<file path="src/indexed_deque_list_assert.svh">
// Assertion macros for the list block. Define NO_ASSERTIONS to drop them.
`ifndef INDEXED_DEQUE_LIST_ASSERT_SVH
`define INDEXED_DEQUE_LIST_ASSERT_SVH

`ifndef NO_ASSERTIONS

// Checked on every clock edge outside reset.
`define IDL_ASSERT(label, clk, rst, prop, msg) \
   label: assert property (@(posedge clk) disable iff (rst) prop) else $error(msg);

// Checked on every clock edge, reset included.
`define IDL_ASSERT_ALWAYS(label, clk, prop, msg) \
   label: assert property (@(posedge clk) prop) else $error(msg);

`else

`define IDL_ASSERT(label, clk, rst, prop, msg)
`define IDL_ASSERT_ALWAYS(label, clk, prop, msg)

`endif

`endif

</file>
<file path="src/idl_pkg.sv">
package idl_pkg;

   localparam int CAPACITY  = 64;
   // widest cell index the command struct can carry (CAPACITY up to 1024)
   localparam int IdxMaxW   = 10;
   localparam int PosW      = 8;
   localparam int ValW      = 32;
   localparam int CountOutW = 7;

   typedef enum logic [3:0] {
      ACT_PUSH_FRONT = 4'd0,
      ACT_PUSH_BACK  = 4'd1,
      ACT_INSERT_AT  = 4'd2,
      ACT_POP_FRONT  = 4'd3,
      ACT_POP_BACK   = 4'd4,
      ACT_REMOVE_AT  = 4'd5,
      ACT_FIND_NEXT  = 4'd6,
      ACT_FIND_PREV  = 4'd7,
      ACT_CLEAR      = 4'd8
   } action_type;

   typedef enum logic [2:0] {
      ST_OK       = 3'd0,
      ST_EMPTY    = 3'd1,
      ST_FULL     = 3'd2,
      ST_NOTFOUND = 3'd3,
      ST_NONEIGH  = 3'd4
   } status_type;

   typedef enum logic [1:0] {
      CELL_HOLD = 2'd0,
      CELL_INS  = 2'd1,
      CELL_DEL  = 2'd2
   } cell_op_type;

   // broadcast to every cell of the chain
   typedef struct packed {
      cell_op_type              op;
      logic [IdxMaxW-1:0]       at;
      logic                     find;
      logic signed [ValW-1:0]   value;
   } cell_cmd_type;

endpackage

</file>
<file path="src/idl_cell.sv">
module idl_cell #(
   parameter int Index = 0
) (
   input  logic                            clock,
   input  idl_pkg::cell_cmd_type           cmd,
   input  logic signed [idl_pkg::ValW-1:0] left_value,
   input  logic signed [idl_pkg::ValW-1:0] right_value,
   output logic signed [idl_pkg::ValW-1:0] value,
   output logic                            match
);

   localparam logic [idl_pkg::IdxMaxW-1:0] MyIdx = idl_pkg::IdxMaxW'(Index);

   logic signed [idl_pkg::ValW-1:0] value_ff, value_in;
   logic                            match_ff, match_in;

   always_comb begin
      value_in = value_ff;
      case (cmd.op)
         idl_pkg::CELL_INS: begin
            if (MyIdx == cmd.at) begin
               value_in = cmd.value;
            end else if (MyIdx > cmd.at) begin
               value_in = left_value;
            end
         end
         idl_pkg::CELL_DEL: begin
            if (MyIdx >= cmd.at) begin
               value_in = right_value;
            end
         end
         default: value_in = value_ff;
      endcase
   end

   // compare against the old contents; a find never moves data
   assign match_in = cmd.find ? (value_ff == cmd.value) : match_ff;

   always_ff @(posedge clock) begin
      value_ff <= value_in;
      match_ff <= match_in;
   end

   assign value = value_ff;
   assign match = match_ff;

endmodule

</file>
<file path="config.mk">
export PLATFORM = sky130hd
export DESIGN_NAME = idl_cell
export DESIGN_NICKNAME = d
export VERILOG_FILES = /design/src/indexed_deque_list_assert.svh /design/src/idl_pkg.sv /design/src/idl_cell.sv
export SDC_FILE = /design/constraint.sdc
export NUM_CORES = 1
export LEC_CHECK = 0
export ABC_AREA = 0
export CAP_MARGIN = 20
export CELL_PAD_IN_SITES_DETAIL_PLACEMENT = 1
export CELL_PAD_IN_SITES_GLOBAL_PLACEMENT = 2
export CORE_ASPECT_RATIO = 2
export CORE_MARGIN = 1.5
export CORE_UTILIZATION = 33
export DETAILED_ROUTE_END_ITERATION = 10
export DONT_BUFFER_PORTS = 1
export GPL_ROUTABILITY_DRIVEN = 0
export PLACE_DENSITY_LB_ADDON = 0.1
export SETUP_SLACK_MARGIN = 0.1
export SYNTH_ARGS = -nofsm -noshare
export SYNTH_HDL_FRONTEND = slang
export SYNTH_SLANG_ARGS = --single-unit
</file>
<file path="constraint.sdc">
create_clock -name clock -period 3.7 [get_ports clock]
set_input_delay 0.37 -clock clock [delete_from_list [all_inputs] [get_ports clock]]
set_output_delay 0.37 -clock clock [all_outputs]
set_load 0.01 [all_outputs]
</file>
==> results by group <==
Cells and area
  • Layout Nets: 333
  • Fraction of layout cells with a size suffix above 1: 5.83%
  • Area delta synth->final: 9.66%
  • # diodes: 0
  • Final Util: 37.4%
  • Fill cell count: 693

Global routing
  • Grt total ovfl: 0
  • Tot GR Track Use: 17.7%
  • Vias in the first global route: 1721
  • First-pass GRT wire length: 8780 um
  • Initial antenna violation count: 0
  • Largest net degree at the start of global routing: 65

CTS
  • Total setup buffers inserted after CTS: 0
  • Clk sinks: 33
  • Clock buffer count from CTS: 5
  • Post-CTS sizing: 0
  • Reg clk slew, reported paths: 0.05 ns
  • Clock Path Buffers: 2
  • Root Buffer: clkbuf_16
  • Worst skew pair latency: 0.27 ns
  • Hold_buf cts: 0
  • CTS tree: yes
  • H-tree depth: 2

Floorplanning
  • Core area: 0.00601 sq mm
  • FP Rows: 40
  • Die W: 58.7 um
  • Initial Util: 34.1%
  • DIE AREA: 0.00671 sq mm
  • Die height: 114 um
  • Ports: 143

Worst setup path
  • Slowest CP cell: and3_1
  • Critical Path Start Type: input pin
  • WP buf/inv: 1
  • CP delay by family, top: simple AND/OR/NAND/NOR gates
  • R2R setup slack: 2.21 ns
  • CP Data Arrival Time: 1.65 ns
  • Max FO, Critical Path: 22
  • R2R depth: 4
  • Crit path from: cmd[40]
  • FF-to-FF End: match
  • Worst Setup EP: value[14]
  • Critical path capture point type: flop
  • WP data required: 3.81 ns
  • Worst path cell trace: nor4_2, and3_1, buf_16, nand2_1, a31oi_1
  • Slowest cell delay on critical path: 0.52 ns
  • Worst R2R Start: value[26]
  • Setup Crit Path Kind: input pin to flop
  • CP Depth: 5

Logic synthesis
  • Syn Nets: 336
  • Complex-gate fraction of the synthesized area: 10.0%
  • Cell area after synthesis: 0.00205 sq mm
  • Synth warn: 0
  • #FFs+latches synth: 33
  • Largest family of logic cells by synthesized area: simple AND/OR/NAND/NOR gates
  • Synth Area in Adders: 0%
  • Simple-Gate Fraction of Synth Area: 23.4%
  • Seq/Total Area, Yosys: 48.4%
  • Post-synth cell types: 16
  • Mux cell area share after synthesis: 0%
  • Post-Synthesis Cells: 226
  • Area share of xor/xnor cells in the synthesized design: 13.7%
  • Syn_area_per_cell: 9.05 sq um

Route
  • Vias: 1633
  • Initial DRC count: 67
  • DRC violation count after routing: 0
  • Total wire length: 5890 um
  • Vias per inst: 5.71
  • WL per Instance: 20.6 um
  • Final antenna-violating net count: 0
  • DR pass1 iterations: 4

STA
  • Final Skew: 0.00191 ns
  • Worst rel slew slack: 60.2%
  • Crit path time final: 1.54 ns
  • Fmax: 651 MHz
  • RSZ-0062 raised after global routing: no
  • Actual slew at the worst max-slew pin: 0.597 ns
  • Final Hold Fails: 0
  • Tcrit/Tclk final: 41.5%
  • Fin. max-slew vios: 0
  • Final setup violation count: 0
  • Final setup TNS: 0 ns

Outcome
  • Outcome: completed

Placed design
  • Hpwl dp: 4510 um
  • Port Buffers: 0

Power and ir drop
  • Comb power frac: 7.2%
  • PD cells: 386 mW/mm^2
  • Clock power share: 44.8%
  • Power Total: 0.867 mW
  • Seq pwr share: 48.0%
  • Sw Share: 20.8%
  • Int Pwr: 0.687 mW
  • Worst vdd ir: 0.000265 V
  • P_leak: 0.812 nW
  • P_sw: 0.180 mW

Run
  • Max-cap violations: 0

Worst hold path
  • Tightest Hold Check Type: input pin to flop
[synthesized netlist by cell type]
master | n | area, sq um
nand4_1 | 2 | 12.5
xor2_1 | 32 | 280
a21oi_1 | 1 | 5.00
nand2_1 | 64 | 240
nand3_1 | 1 | 5.00
buf_8 | 3 | 45.0
buf_1 | 2 | 7.51
nor4_2 | 2 | 25.0
and3_1 | 1 | 6.26
clkbuf_1 | 8 | 30.0
edfxtp_1 | 33 | 991
nand2b_1 | 2 | 12.5
nor4_1 | 8 | 50.1
nor2_1 | 34 | 128
clkbuf_4 | 1 | 7.51
a31oi_1 | 32 | 200
[kinds of logic after synthesis]
group / count (synthesis)
xor gates and xnor gates: 32
AOI/OAI and AO/OA: 33
buffers and inverters: 14
DFF: 33
and+or+nand+nor: 114
[final cells by class]
class	count	area, sq um	share of cell area, %
clock buffer	6	129	5.74
clock inverter	1	3.75	0.167
multi-input combinational	179	978	43.6
sequential	33	991	44.2
tap	63	78.8	3.51
timing repair buffer	4	62.6	2.79
[power groups by stage]
stage | clock network (mW) | registers (mW) | logic, mW
final | 0.388 | 0.416 | 0.0628
after global placement | 0 | 0.423 | 0.0615
after global routing | 0.410 | 0.416 | 0.0729
after detailed placement | 0 | 0.423 | 0.0641
after floorplan | 0 | 0.423 | 0.0509
after CTS | 0.399 | 0.416 | 0.0642
[per-layer routing]
metal,vias to the layer above,part of all wire [%],GRT usage [%]
met5,-,0,0
met1,752,35,19.0
met4,0,2.1,7.58
li1,782,-,-
met2,92,54,31.0
met3,7,9.0,5.54
[stage by stage]
step / area, sq um / hold slack, ns / setup slack (ns) / cells
after detailed placement: 2060 / 0.483 / 1.49 / 277
after CTS: 2200 / 0.196 / 1.78 / 284
after floorplan: 2050 / 0.482 / 0.605 / 226
final: 2240 / 0.204 / 2.16 / 286
after global placement: 2060 / 0.483 / 1.56 / 277
after global routing: 2240 / 0.195 / 1.97 / 286
[state kept, by name, summed over array words and instances (netlist names)]
signal,flops
value,32
match,1
[cell usage in the layout, fill, tap and decap left out]
master | netlist | routed
and3_1 | 1 | 1
xor2_1 | 32 | 32
a31oi_1 | 32 | 32
nand2_1 | 64 | 64
clkbuf_16 | 0 | 5
nand2b_1 | 2 | 1
nor4_1 | 8 | 8
nand4_1 | 2 | 2
nand2b_2 | 0 | 1
nor2_1 | 34 | 34
edfxtp_1 | 33 | 33
clkinv_1 | 0 | 1
clkbuf_1 | 8 | 1
buf_4 | 0 | 2
buf_12 | 0 | 1
nand3_1 | 1 | 1
a21oi_4 | 0 | 1
nor4_2 | 2 | 2
buf_16 | 0 | 1
[how the worst min path moves through the flow]
stage               startpoint  endpoint  depth (start not counted)
CTS                    cmd[32]     match                          0
global route           cmd[32]     match                          0
finish                 cmd[32]     match                          0
detailed placement     cmd[32]     match                          0
floorplan              cmd[32]     match                          0
global placement       cmd[32]     match                          0
Power figures use the tool's default switching activity.
